--- config.mk ---
export PLATFORM = sky130hd
export DESIGN_NAME = pinch_zoom_detector
export DESIGN_NICKNAME = d
export VERILOG_FILES = /design/src/design/pzd_pkg.sv /design/src/design/pzd_isqrt.sv /design/src/design/pinch_zoom_detector.sv
export VERILOG_INCLUDE_DIRS = /design/src /design/src/design
export SDC_FILE = /design/constraint.sdc
export NUM_CORES = 2
export LEC_CHECK = 0
export ABC_AREA = 1
export BUFFER_PORTS_ARGS = -buffer_cell sky130_fd_sc_hd__buf_4
export CORE_ASPECT_RATIO = 1.5
export CORE_MARGIN = 1.5
export CORE_UTILIZATION = 43
export CTS_CLUSTER_DIAMETER = 150
export DETAILED_ROUTE_END_ITERATION = 6
export HOLD_SLACK_MARGIN = 0.12
export PLACE_DENSITY = 0.66
export SYNTH_ARGS = -nofsm -noshare
export SYNTH_HDL_FRONTEND = slang
export SYNTH_HIERARCHICAL = 1
export SYNTH_SLANG_ARGS = --single-unit
--- constraint.sdc ---
create_clock -name clk -period 8.5 [get_ports clk]
set_input_delay 1.7 -clock clk [delete_from_list [all_inputs] [get_ports clk]]
set_output_delay 1.7 -clock clk [all_outputs]
set_load 0.03 [all_outputs]
--- src/design/pinch_zoom_detector_assert.svh ---
// ----------------------------------------------------------------------------
// pinch_zoom_detector_assert
// assertion macros used by the pinch zoom detector module
// ----------------------------------------------------------------------------
`ifndef PINCH_ZOOM_DETECTOR_ASSERT_SVH
`define PINCH_ZOOM_DETECTOR_ASSERT_SVH

// same-cycle implication, clocked on clk, idle during rst
`define PZD_ASSERT_NOW(label, ante, cons, msg) \
  label: assert property (@(posedge clk) disable iff (rst) (ante) |-> (cons)) \
    else $error(msg);

// next-cycle implication, clocked on clk, idle during rst
`define PZD_ASSERT_NEXT(label, ante, cons, msg) \
  label: assert property (@(posedge clk) disable iff (rst) (ante) |=> (cons)) \
    else $error(msg);

`endif

--- src/design/pzd_pkg.sv ---
// ----------------------------------------------------------------------------
// pzd_pkg
// widths, reset values and codes of the pinch zoom detector
// ----------------------------------------------------------------------------
package pzd_pkg;

  // payload widths
  localparam int MODE_W     = 3;
  localparam int DEV_W      = 4;
  localparam int POS_W      = 16;
  localparam int DIST_W     = 17;
  localparam int RAD_W      = 34;
  localparam int PINCH_W    = 32;
  localparam int HOLD_W     = 16;
  localparam int FACTOR_W   = 8;
  localparam int CFG_IDX_W  = 2;
  localparam int CFG_DATA_W = 16;
  localparam int S_TDATA_W  = 40;
  localparam int M_TDATA_W  = 24;

  // default slot count
  localparam int DEVICES_DEF = 16;

  // configuration reset values
  localparam logic [HOLD_W-1:0]   HOLD_RANGE_RST   = 16'd80;
  localparam logic [FACTOR_W-1:0] TOUCH_FACTOR_RST = 8'd4;

  // configuration register indexes
  localparam logic [CFG_IDX_W-1:0] CFG_HOLD_RANGE    = 2'd0;
  localparam logic [CFG_IDX_W-1:0] CFG_TOUCH_FACTOR  = 2'd1;
  localparam logic [CFG_IDX_W-1:0] CFG_PINCH_INHIBIT = 2'd2;

  // event mode codes
  localparam logic [MODE_W-1:0] MODE_PRI_DOWN   = 3'd0;
  localparam logic [MODE_W-1:0] MODE_PRI_UP     = 3'd1;
  localparam logic [MODE_W-1:0] MODE_SEC_DOWN   = 3'd2;
  localparam logic [MODE_W-1:0] MODE_SEC_UP     = 3'd3;
  localparam logic [MODE_W-1:0] MODE_SEC_MOVE   = 3'd4;
  localparam logic [MODE_W-1:0] MODE_JOB_RUN    = 3'd5;
  localparam logic [MODE_W-1:0] MODE_PLAN_RESET = 3'd6;

  // zoom plan
  typedef enum logic [1:0] {
    PLAN_NONE = 2'd0,
    PLAN_OUT  = 2'd1,
    PLAN_IN   = 2'd2
  } plan_t;

endpackage

--- src/design/pzd_isqrt.sv ---
// ----------------------------------------------------------------------------
// pzd_isqrt
// bit-serial floor square root, one result bit per cycle
// ----------------------------------------------------------------------------
module pzd_isqrt import pzd_pkg::*; (
  input  logic              clk,
  input  logic              rst,
  input  logic              start,
  input  logic [RAD_W-1:0]  radicand,
  output logic              done,
  output logic [DIST_W-1:0] root
);

  localparam int STEPS = RAD_W / 2;
  localparam int CNT_W = $clog2(STEPS + 1);

  logic             busy;
  logic [CNT_W-1:0] cnt;
  logic [RAD_W-1:0] rad_sh;
  logic [DIST_W:0]  rem;

  logic [DIST_W+2:0] rem_sh;
  logic [DIST_W+2:0] trial;
  logic [DIST_W+2:0] rem_sub;
  logic              take;

  // one restoring step: bring down two bits, try subtracting 4*root+1
  always_comb begin
    rem_sh  = {rem, rad_sh[RAD_W-1 -: 2]};
    trial   = {1'b0, root, 2'b01};
    take    = (rem_sh >= trial);
    rem_sub = rem_sh - trial;
  end

  // step sequencer
  always_ff @(posedge clk) begin
    if (rst) begin
      busy <= 1'b0;
      done <= 1'b0;
      cnt  <= '0;
    end else begin
      done <= 1'b0;
      if (start) begin
        busy   <= 1'b1;
        cnt    <= CNT_W'(STEPS);
        rad_sh <= radicand;
        rem    <= '0;
        root   <= '0;
      end else if (busy) begin
        rem    <= take ? rem_sub[DIST_W:0] : rem_sh[DIST_W:0];
        root   <= {root[DIST_W-2:0], take};
        rad_sh <= {rad_sh[RAD_W-3:0], 2'b00};
        cnt    <= cnt - 1'b1;
        if (cnt == CNT_W'(1)) begin
          busy <= 1'b0;
          done <= 1'b1;
        end
      end
    end
  end

endmodule

--- src/design/pinch_zoom_detector.sv ---
// ----------------------------------------------------------------------------
// pinch_zoom_detector
// two-finger pinch detector: slot tracking, distance, zoom planning and jobs
// ----------------------------------------------------------------------------
// path: an event without a distance passes ST_EXEC and ST_FIN to the result word
// path: a secondary move with the primary finger down adds ST_MUL_X, ST_MUL_Y
//   (two squares on one multiplier), ST_SUM, ST_ROOT (the 17-step bit-serial
//   square root) and ST_DECIDE; one event at a time, and the
//   next word is taken the cycle after the result moves into the output register
// reset: slots free, plan none, no job, hold range 80, touch factor 4
// ----------------------------------------------------------------------------
`include "pinch_zoom_detector_assert.svh"

module pinch_zoom_detector import pzd_pkg::*; #(
  parameter int DEVICES = DEVICES_DEF
) (
  input  logic                  clk,
  input  logic                  rst,
  // mode[2:0], device[6:3], pos_x[22:7], pos_y[38:23], zero[39]
  input  logic [S_TDATA_W-1:0]  s_tdata,
  input  logic                  s_tvalid,
  output logic                  s_tready,
  // zoom_out[0], zoom_in[1], distance[18:2], accepted[19], zero[23:20]
  output logic [M_TDATA_W-1:0]  m_tdata,
  output logic                  m_tvalid,
  input  logic                  m_tready,
  input  logic                  cfg_valid,
  output logic                  cfg_ready,
  input  logic [CFG_IDX_W-1:0]  cfg_index,
  input  logic [CFG_DATA_W-1:0] cfg_data
);

  localparam int SLOT_W   = $clog2(DEVICES);
  localparam int PROD_W   = PINCH_W + POS_W + 2;
  localparam int FPROD_W  = PINCH_W + FACTOR_W + 1;
  localparam int DIFF_W   = DIST_W + 1;

  typedef enum logic [2:0] {
    ST_IDLE, ST_EXEC, ST_MUL_X, ST_MUL_Y, ST_SUM, ST_ROOT, ST_DECIDE, ST_FIN
  } state_t;

  state_t state;

  // configuration
  logic [HOLD_W-1:0]   hold_range;
  logic [FACTOR_W-1:0] touch_factor;
  logic                pinch_inhibit;

  // tracking state
  logic [DEVICES-1:0]        slot_valid;
  logic signed [POS_W-1:0]   prim_x;
  logic signed [POS_W-1:0]   prim_y;
  logic signed [PINCH_W-1:0] pinch_mem [DEVICES];
  logic signed [PINCH_W-1:0] pinch_rd;
  logic [DIST_W-1:0]         last_distance;
  logic signed [PINCH_W-1:0] saved_pinch;
  plan_t                     zoom_plan;
  logic                      job_pending;
  logic                      job_is_in;

  // held event
  logic [MODE_W-1:0]       item_mode;
  logic [DEV_W-1:0]        item_dev;
  logic signed [POS_W-1:0] item_x;
  logic signed [POS_W-1:0] item_y;

  // arithmetic
  logic signed [PROD_W-1:0] prod;
  logic [RAD_W-1:0]         sq;

  // result staging
  logic              res_zo;
  logic              res_zi;
  logic [DIST_W-1:0] res_dist;
  logic              res_acc;

  logic              sq_done;
  logic [DIST_W-1:0] sq_root;

  // slot addressing
  logic [SLOT_W-1:0] slot_idx;
  logic              dev_ok;
  logic              slot_held;

  always_comb begin
    slot_idx  = SLOT_W'(item_dev);
    dev_ok    = (int'(item_dev) < DEVICES);
    slot_held = dev_ok && slot_valid[slot_idx];
  end

  // shared multiplier operands
  logic signed [POS_W:0]   dx;
  logic signed [POS_W:0]   dy;
  logic signed [PINCH_W:0] mul_a;
  logic signed [POS_W:0]   mul_b;

  always_comb begin
    dx = {prim_x[POS_W-1], prim_x} - {item_x[POS_W-1], item_x};
    dy = {prim_y[POS_W-1], prim_y} - {item_y[POS_W-1], item_y};
    case (state)
      ST_MUL_X: begin
        mul_a = {{(PINCH_W-POS_W){dx[POS_W]}}, dx};
        mul_b = dx;
      end
      ST_MUL_Y: begin
        mul_a = {{(PINCH_W-POS_W){dy[POS_W]}}, dy};
        mul_b = dy;
      end
      default: begin
        mul_a = {saved_pinch[PINCH_W-1], saved_pinch};
        mul_b = $signed({{(POS_W+1-FACTOR_W){1'b0}}, touch_factor});
      end
    endcase
  end

  // square root unit
  logic             sq_start;
  logic [RAD_W-1:0] radicand;

  always_comb begin
    sq_start = (state == ST_SUM);
    radicand = sq + prod[RAD_W-1:0];
  end

  pzd_isqrt u_isqrt (
    .clk      (clk),
    .rst      (rst),
    .start    (sq_start),
    .radicand (radicand),
    .done     (sq_done),
    .root     (sq_root)
  );

  // pinch decision after the distance is known
  logic signed [DIFF_W-1:0]  diff;
  logic signed [PINCH_W:0]   pinch_w;
  logic signed [PINCH_W:0]   hold_s;
  logic signed [FPROD_W-1:0] fprod;
  logic signed [FPROD_W-1:0] pinch_f;
  logic                      saved_nz;
  logic                      fire_out;
  logic                      fire_in;
  logic signed [PINCH_W:0]   pinch_sum;
  logic signed [PINCH_W-1:0] pinch_new;

  always_comb begin
    diff     = $signed({1'b0, last_distance}) - $signed({1'b0, sq_root});
    pinch_w  = {pinch_rd[PINCH_W-1], pinch_rd};
    hold_s   = $signed({{(PINCH_W+1-HOLD_W){1'b0}}, hold_range});
    fprod    = prod[FPROD_W-1:0];
    pinch_f  = {{(FPROD_W-PINCH_W){pinch_rd[PINCH_W-1]}}, pinch_rd};
    saved_nz = (saved_pinch != '0);
    fire_out = (diff > 0) && (pinch_w > hold_s) && !(saved_nz && (pinch_f < fprod));
    fire_in  = (diff < 0) && (pinch_w < -hold_s) && !(saved_nz && (pinch_f > fprod));
    pinch_sum = ((fire_out || fire_in) ? '0 : pinch_w)
              + {{(PINCH_W+1-DIFF_W){diff[DIFF_W-1]}}, diff};
    if (pinch_sum[PINCH_W] != pinch_sum[PINCH_W-1]) begin
      pinch_new = pinch_sum[PINCH_W] ? {1'b1, {(PINCH_W-1){1'b0}}}
                                     : {1'b0, {(PINCH_W-1){1'b1}}};
    end else begin
      pinch_new = pinch_sum[PINCH_W-1:0];
    end
  end

  // pinch memory write port
  logic                      mem_we;
  logic signed [PINCH_W-1:0] mem_wdata;

  always_comb begin
    mem_we    = 1'b0;
    mem_wdata = '0;
    if (state == ST_EXEC) begin
      case (item_mode)
        MODE_PRI_DOWN, MODE_SEC_DOWN: mem_we = dev_ok && !slot_valid[slot_idx];
        MODE_PRI_UP, MODE_SEC_UP:     mem_we = slot_held;
        default:                      mem_we = 1'b0;
      endcase
    end else if (state == ST_DECIDE) begin
      mem_we    = (last_distance != '0);
      mem_wdata = pinch_new;
    end
  end

  // pinch memory, registered read at the held slot
  always_ff @(posedge clk) begin
    if (mem_we) begin
      pinch_mem[slot_idx] <= mem_wdata;
    end
    pinch_rd <= pinch_mem[slot_idx];
  end

  // handshakes
  assign s_tready  = (state == ST_IDLE);
  assign cfg_ready = 1'b1;

  // sequencer, tracking state and output register
  always_ff @(posedge clk) begin
    if (rst) begin
      state         <= ST_IDLE;
      hold_range    <= HOLD_RANGE_RST;
      touch_factor  <= TOUCH_FACTOR_RST;
      pinch_inhibit <= 1'b0;
      slot_valid    <= '0;
      last_distance <= '0;
      saved_pinch   <= '0;
      zoom_plan     <= PLAN_NONE;
      job_pending   <= 1'b0;
      job_is_in     <= 1'b0;
      m_tvalid      <= 1'b0;
    end else begin
      // configuration writes
      if (cfg_valid) begin
        case (cfg_index)
          CFG_HOLD_RANGE:    hold_range    <= cfg_data[HOLD_W-1:0];
          CFG_TOUCH_FACTOR:  touch_factor  <= cfg_data[FACTOR_W-1:0];
          CFG_PINCH_INHIBIT: pinch_inhibit <= cfg_data[0];
          default:           ;
        endcase
      end

      // output word taken; a word loaded from the final state refills it
      if (m_tvalid && m_tready && state != ST_FIN) begin
        m_tvalid <= 1'b0;
      end

      case (state)
        ST_IDLE: begin
          if (s_tvalid) begin
            item_mode <= s_tdata[2:0];
            item_dev  <= (s_tdata[2:0] == MODE_PRI_DOWN || s_tdata[2:0] == MODE_PRI_UP)
                         ? '0 : s_tdata[6:3];
            item_x    <= s_tdata[22:7];
            item_y    <= s_tdata[38:23];
            state     <= ST_EXEC;
          end
        end

        ST_EXEC: begin
          res_zo   <= 1'b0;
          res_zi   <= 1'b0;
          res_dist <= '0;
          res_acc  <= 1'b0;
          state    <= ST_FIN;
          case (item_mode)
            MODE_PRI_DOWN, MODE_SEC_DOWN: begin
              if (dev_ok && !slot_valid[slot_idx]) begin
                slot_valid[slot_idx] <= 1'b1;
                if (slot_idx == '0) begin
                  prim_x <= item_x;
                  prim_y <= item_y;
                end
                res_acc <= 1'b1;
              end
            end
            MODE_PRI_UP: begin
              if (slot_held) begin
                slot_valid[slot_idx] <= 1'b0;
                res_acc              <= 1'b1;
              end
            end
            MODE_SEC_UP: begin
              if (slot_held) begin
                last_distance        <= '0;
                saved_pinch          <= '0;
                slot_valid[slot_idx] <= 1'b0;
                res_acc              <= 1'b1;
              end
            end
            MODE_SEC_MOVE: begin
              if (slot_held && !pinch_inhibit) begin
                if (slot_idx == '0) begin
                  prim_x <= item_x;
                  prim_y <= item_y;
                end
                res_acc <= 1'b1;
                if (slot_valid[0]) begin
                  state <= ST_MUL_X;
                end
              end
            end
            MODE_JOB_RUN: begin
              if (job_pending) begin
                res_zi      <= job_is_in && (zoom_plan == PLAN_IN);
                res_zo      <= !job_is_in && (zoom_plan == PLAN_OUT);
                job_pending <= 1'b0;
                job_is_in   <= 1'b0;
                res_acc     <= 1'b1;
              end
            end
            MODE_PLAN_RESET: begin
              job_pending <= 1'b0;
              job_is_in   <= 1'b0;
              zoom_plan   <= PLAN_NONE;
              res_acc     <= 1'b1;
            end
            default: ;
          endcase
        end

        // squares of the offsets on the shared multiplier
        ST_MUL_X: begin
          prod  <= mul_a * mul_b;
          state <= ST_MUL_Y;
        end

        ST_MUL_Y: begin
          sq    <= prod[RAD_W-1:0];
          prod  <= mul_a * mul_b;
          state <= ST_SUM;
        end

        // root starts; multiplier forms the suppression bound
        ST_SUM: begin
          prod  <= mul_a * mul_b;
          state <= ST_ROOT;
        end

        ST_ROOT: begin
          if (sq_done) begin
            state <= ST_DECIDE;
          end
        end

        ST_DECIDE: begin
          res_dist <= sq_root;
          if (last_distance != '0 && (fire_out || fire_in)) begin
            zoom_plan   <= fire_in ? PLAN_IN : PLAN_OUT;
            saved_pinch <= pinch_rd;
            if (!job_pending) begin
              job_pending <= 1'b1;
              job_is_in   <= fire_in;
            end
          end
          last_distance <= sq_root;
          state         <= ST_FIN;
        end

        ST_FIN: begin
          if (!m_tvalid || m_tready) begin
            m_tdata  <= {{(M_TDATA_W-DIST_W-3){1'b0}}, res_acc, res_dist, res_zi, res_zo};
            m_tvalid <= 1'b1;
            state    <= ST_IDLE;
          end
        end

        default: state <= ST_IDLE;
      endcase
    end
  end

  // checks
  `PZD_ASSERT_NOW(a_root_done_in_wait, sq_done, state == ST_ROOT, "root done outside wait")
  `PZD_ASSERT_NOW(a_job_kind_needs_job, job_is_in, job_pending, "job kind set without job")
  `PZD_ASSERT_NOW(a_zoom_is_accepted, m_tvalid && (m_tdata[0] || m_tdata[1]), m_tdata[19],
                  "zoom fired on an ignored event")
  `PZD_ASSERT_NOW(a_one_zoom, m_tvalid, !(m_tdata[0] && m_tdata[1]), "zoom in and out together")
  `PZD_ASSERT_NEXT(a_decide_to_fin, state == ST_DECIDE, state == ST_FIN,
                   "decision not followed by result")

endmodule

* After elaboration in Yosys (flattened, before gate mapping) *
Memories as Yosys holds them, arrays and structs flattened. A register that Yosys moved wholly into a read port is not among the register bits.
Cells that the tools add are included.

storage, ports and cells
  bits in registers = 360
  RAM bits = 512
  input port bits = 63
  memories kept = 1

memories
  name       words  width  rd ports  clocked after memory_dff  write ports  RTL line                   text
  pinch_mem  16     32     1         1                         1            pinch_zoom_detector.sv:53  logic signed [PINCH_W-1:0] pinch_mem [DEVICES];

operators by class
  $add $sub $neg = 8
  $mul = 1
  magnitude comparators = 9
  equal/unequal tests = 35
  muxes and demuxes = 73
  bitwise logic cells = 5
  reduce and logical (&&, ||, !) cells = 58

operators by type and width
  cell                                         count
  2-to-1 mux 32 bit                            7
  2-to-1 mux 16 bit                            8
  case mux 17 bit (2 select lines)             3
  case mux 16 bit (2 select lines)             3
  2-to-1 mux 34 bit                            2
  case mux 33 bit (2 select lines)             1
  case mux 32 bit (2 select lines)             1
  2-to-1 mux 17 bit                            3
  greater-than comparator 32 x 41 -> 1 bit     1
  < comparator 32 x 41 -> 1 bit                1
  multiplier 33 x 17 -> 41 bit                 1
  2-to-1 mux 18 bit                            2
  adder 34 bit                                 1
  subtractor 16 x 16 -> 17 bit                 2
  adder 33 bit                                 1
  < comparator 32 x 33 -> 1 bit                1
  2-to-1 mux 33 bit                            1
  negation 16 -> 33 bit                        1
  greater-than comparator 32 x 17 -> 1 bit     1
  nonzero test 32 bit                          1
  case mux 3 bit (8 select lines)              1
  2-to-1 mux 1 bit                             22
  equality test 3 bit (second input constant)  7
  >= comparator 20 x 19 -> 1 bit               1
  other kinds (43)                             116

* Depth between registers and ports, before layout *
  depth after elaboration = 11
  depth in mapped cells = 49

* Hierarchy *
Netlist, hierarchy kept.

modules (own cells, without submodules)
  module               times used  cells each  area each (um^2)  sequential area each (um^2)
  pinch_zoom_detector  1           5662        55405.6           23562.6
  pzd_isqrt            1           566         4449.3            2212.1

* Worst setup path before layout *
Ideal clock, no wire load.

  path type = register to register
  from = reg prim_y[0]
  to = reg prod[33] (data pin)
  arrival time = 7.501 ns
  required time = 8.241 ns
  slack = 0.740 ns
  cell stages (with the launch flop) = 42
  path buffers = 3
  period minus slack after synthesis = 7.760 ns
  path through = edfxtp_1 -> inv_1 -> ha_1 -> inv_1 -> fa_1 -> nand2_1 -> inv_1 -> o21ai_1 -> nand2_1 -> nand2_1 -> nand2_1 -> nand3_1 -> nand2_1 -> nand2_1 -> nand3_1 -> nand2_1 -> buf_2 -> buf_2 -> (+6 left out) -> inv_1 -> fa_1 -> fa_1 -> fa_1 -> inv_1 -> ha_1 -> a21oi_1 -> nand2_1 -> a21oi_1 -> o21ai_0 -> a21oi_1 -> inv_1 -> nand2_1 -> nand2_1 -> a21oi_1 -> o21ai_0 -> a21oi_1 -> xnor2_1

on the way
  cells in the longest elaborated chain, start to end = 3
  elaborated cells between the ends (all ways) = 4
  classes of those cells = add/sub (1); mul (1); mux (2)

ends and longest elaborated chain
  element                                                                               RTL line                                                                            text
  start, declared                                                                       pinch_zoom_detector.sv:52                                                           logic signed [POS_W-1:0] prim_y;
  start signal, assigned                                                                pinch_zoom_detector.sv:250                                                          prim_y <= item_y;
  start signal, assigned                                                                pinch_zoom_detector.sv:273                                                          prim_y <= item_y;
  subtractor 16 x 16 -> 17 bit (*)                                                      pinch_zoom_detector.sv:99                                                           dy = {prim_y[POS_W-1], prim_y} - {item_y[POS_W-1], item_y};
  case mux 33 bit (2 select lines) or case mux 17 bit (2 select lines) (tied branches)  pinch_zoom_detector.sv:100                                                          case (state)
  multiplier 33 x 17 -> 41 bit (*)                                                      pinch_zoom_detector.sv:302, pinch_zoom_detector.sv:308, pinch_zoom_detector.sv:314
  end signal, assigned                                                                  pinch_zoom_detector.sv:302                                                          prod <= mul_a * mul_b;
  end signal, assigned                                                                  pinch_zoom_detector.sv:308                                                          prod <= mul_a * mul_b;
  end signal, assigned                                                                  pinch_zoom_detector.sv:314                                                          prod <= mul_a * mul_b;
  end, declared                                                                         pinch_zoom_detector.sv:68                                                           logic signed [PROD_W-1:0] prod;

Mark *: on every way between the ends. The rest lies on a longest branch, timed or not.
A chain may end at the register's enable or synchronous reset.

* Final worst setup path *
  from = reg prim_y[0]
  to = reg prod[38] (data pin)

The elaborated chain is that of the path after synthesis.

==> metrics.cfg <==
[logic_synthesis]
synthesis.area_sq_um = 59900
synth_compound_area_frac = 0.0952
synth_top_area_frac = 0.385
synth_ff_type = edfxtp_1
synthMuxAreaShare = 0
syn_avg_cell_area_sq_um = 9.61
synth_top_family_by_area = adder cells
synthAdderAreaFrac = 0.220
synth_area_leaders = edfxtp_1 (38%), fa_1 (15%), nand2_1 (7.7%)
synth-async-reset-ratio = 0
ys_ff_latch = 904
synth_edf_count = 767
synth_cell_types = 58
yosys_warnings = 6
synthSimpleGateAreaFrac = 0.146
seq_area_frac_synth = 0.431
syn_inst = 6228
synth-xor-area-share = 0.0192
synth_top_area_cell = edfxtp_1

[pwr]
seq_power_share = 0.318
vdd_drop_max_uv = 195
clockPowerShare = 0.237
p_leak_nw = 31.2
p_int_mw = 10.5
p_comb_frac = 0.445
power_switching_mw = 6.49
switching_share = 0.381
powerDensity_nw_per_um2 = 249

[setup_path]
cpPeakStageDelay_ps = 530
end_kind = flip-flop
cpMaxStageDelayCell = fa_1
rr_worst_depth = 40
cp.arrival_ps = 8560
crit_required_ps = 8930
reg2reg_slack_ps = 380
critPathLaunchType = flip-flop
worst-path-max-fanout = 9
path_class = flip-flop to flip-flop

[timing]
drv_slew = 0
fin_crit_ps = 8120
setup_viol = 0
fin_skew_ps = 53.4
timing.final.crit_share = 0.956
tightest_slew_ps = 1300
maxSlewHeadroom = 0.128
fmax_mhz = 123
hold_violations = 0
worst_slack_ps = 378

[grt]
grt_pass1_vias = 45800
overflow = 0
track_usage = 0.244
grt_max_degree = 83
antenna_found_initial = 3
grt_pass1_wl_um = 262000

[layout]
finish.utilization = 0.494
multiInputGateArea_sq_um = 29400
area_delta_synth_final_pct = 14.1
layout-drive-gt1-share = 0.107
fillers = 12600
final_nets = 7386
finalNonFillerCells = 8471
regArea_sq_um = 25800

[route]
drt_iter0_drc = 3251
avgViaCountPerCell = 5.31
wl_per_cell_um = 20.3
dr_total_vias = 45000
ant_nets = 0
drtPass1Iterations = 7
wirelength_um = 172000
drc = 2

[floorplan]
floorplan.rows = 167
start_util = 0.433
dieArea_sq_um = 141000
die_w_um = 308
die_y_um = 460
ios = 90
core_sq_um = 138000

[run_status]
violations = DRC
outcome = complete, but fails checks

[cts]
cts_buffers = 83
cts-htree-levels = 3
clock-sinks = 904
cts_hold_buf = 0
cts_root_buf = clkbuf_16
path_clk_slew_ps = 60
cts_tree = built
clk_path_buf_depth = 3
insertion_delay_ps = 710

[place]
dp_hpwl_um = 128000
io_buffer_count = 83
dp_slack_ps = -237
dp_cells = 8310
globalplace.congestion = 0.954

[min_path]
hp-class = flip-flop to flip-flop
min_delay_path_depth = 0

[flow_run]
cap_viol_max_count = 0

==> logic make-up (layout without fill, tap and decap cells) <==
kind of cell	Yosys count	in the layout
and+or+nand+nor	2086	2086
xor gates and xnor gates	131	131
DFF	904	904
adders and majority gates	783	783
other	2	14
buffers and inverters	1371	1743
AOI/OAI and AO/OA	951	951
==> per-layer routing <==
metal | vias to the layer above | share of wire | global-route usage
met4 | 2 | 0.073 | 0.159
met3 | 462 | 0.046 | 0.0230
met5 | - | 0.000064 | 0
met1 | 22100 | 0.37 | 0.274
met2 | 1357 | 0.51 | 0.440
li1 | 21100 | - | -
==> area by class of cell <==
cell class	count	area share
multi-input combinational	3964	0.430
sequential	904	0.377
inverter	1174	0.0649
timing repair buffer	413	0.0503
tap	1859	0.0341
clock buffer	112	0.0338
clock inverter	44	0.00975
antenna	1	0.0000366
==> worst max-delay path: cells and delay by family (launching register included) <==
kind	cells	cell delay [ps]
AO/OA/AOI/OAI	6	1200
XOR/XNOR	1	150
adder cells (fa/ha/maj)	9	3850
buffers and inverters	13	1280
flip-flops	1	360
AND/OR/NAND/NOR	11	1040
==> registers in the layout (all words and copies together), names as in the netlist, 4 cells and up, named ones only <==
register,count
touch_factor,8
last_distance,17
u_isqrt/root,17
pinch_mem,512
sq,34
saved_pinch,32
u_isqrt/cnt,5
item_x,16
item_dev,4
u_isqrt/rad_sh,34
prod,41
hold_range,16
prim_x,16
pinch_rd,32
u_isqrt/rem,18
m_tdata,20
res_dist,17
prim_y,16
item_y,16
==> per-stage QoR <==
stage	total power, mW	TNS (ps)	instance area [sq um]	hold WS, ps
after floorplan	9.81	0	59900	400
after global placement	12.7	-289	64900	404
after detailed placement	12.7	-239	64900	405
after CTS	16.9	0	67900	420
after global routing	18.1	-41.8	68300	425
final	17.0	0	68300	419
==> synth_stat cells, types with 59 or more instances <==
master / n
a21oi_1: 424
a22oi_1: 266
clkbuf_1: 137
dfxtp_1: 137
edfxtp_1: 767
fa_1: 451
ha_1: 332
inv_1: 1144
nand2_1: 1220
nand3_1: 173
nand4_1: 76
nor2_1: 434
nor3_1: 59
o21ai_0: 126
xor2_1: 77
==> path summary, 6_finish.rpt <==
kind          startpoint         end
max            prim_y[0]    prod[38]
min reg2reg  res_dist[7]  m_tdata[9]
max reg2reg    prim_y[0]    prod[38]
min          res_dist[7]  m_tdata[9]
==> power groups by stage <==
stage	Sequential, mW	Clock (mW)	Combinational [mW]
floorplan	5.39	0	4.42
global placement	5.50	0	7.18
detailed placement	5.50	0	7.19
CTS	5.41	4.11	7.33
global route	5.42	4.26	8.43
finish	5.41	4.03	7.58
==> layout by cell type, fill, tap and decap left out, types with 19 or more instances in the layout <==
master | Yosys | final
nand2_1 | 1220 | 1202
inv_1 | 1144 | 1139
edfxtp_1 | 767 | 767
fa_1 | 451 | 441
nor2_1 | 434 | 423
a21oi_1 | 424 | 409
buf_4 | 13 | 385
ha_1 | 332 | 323
a22oi_1 | 266 | 266
nand3_1 | 173 | 172
dfxtp_1 | 137 | 137
o21ai_0 | 126 | 118
clkbuf_16 | 0 | 86
xor2_1 | 77 | 77
nand4_1 | 76 | 76
xnor2_1 | 54 | 54
nor3_1 | 59 | 50
o21ai_1 | 32 | 39
or4_1 | 32 | 32
nor4_1 | 33 | 30
inv_2 | 27 | 27
nand2_2 | 10 | 24
buf_12 | 0 | 24
a31oi_1 | 23 | 21
clkbuf_1 | 137 | 19
==> what timing repair did <==
action                                  4_1_cts  5_1_grt
pin swaps                                     0       26
resized for setup                             8       82
buffers inserted                              0        3
endpoints found under the setup margin        9       16
gates cloned                                  0        1
Power figures use the tool's default switching activity.
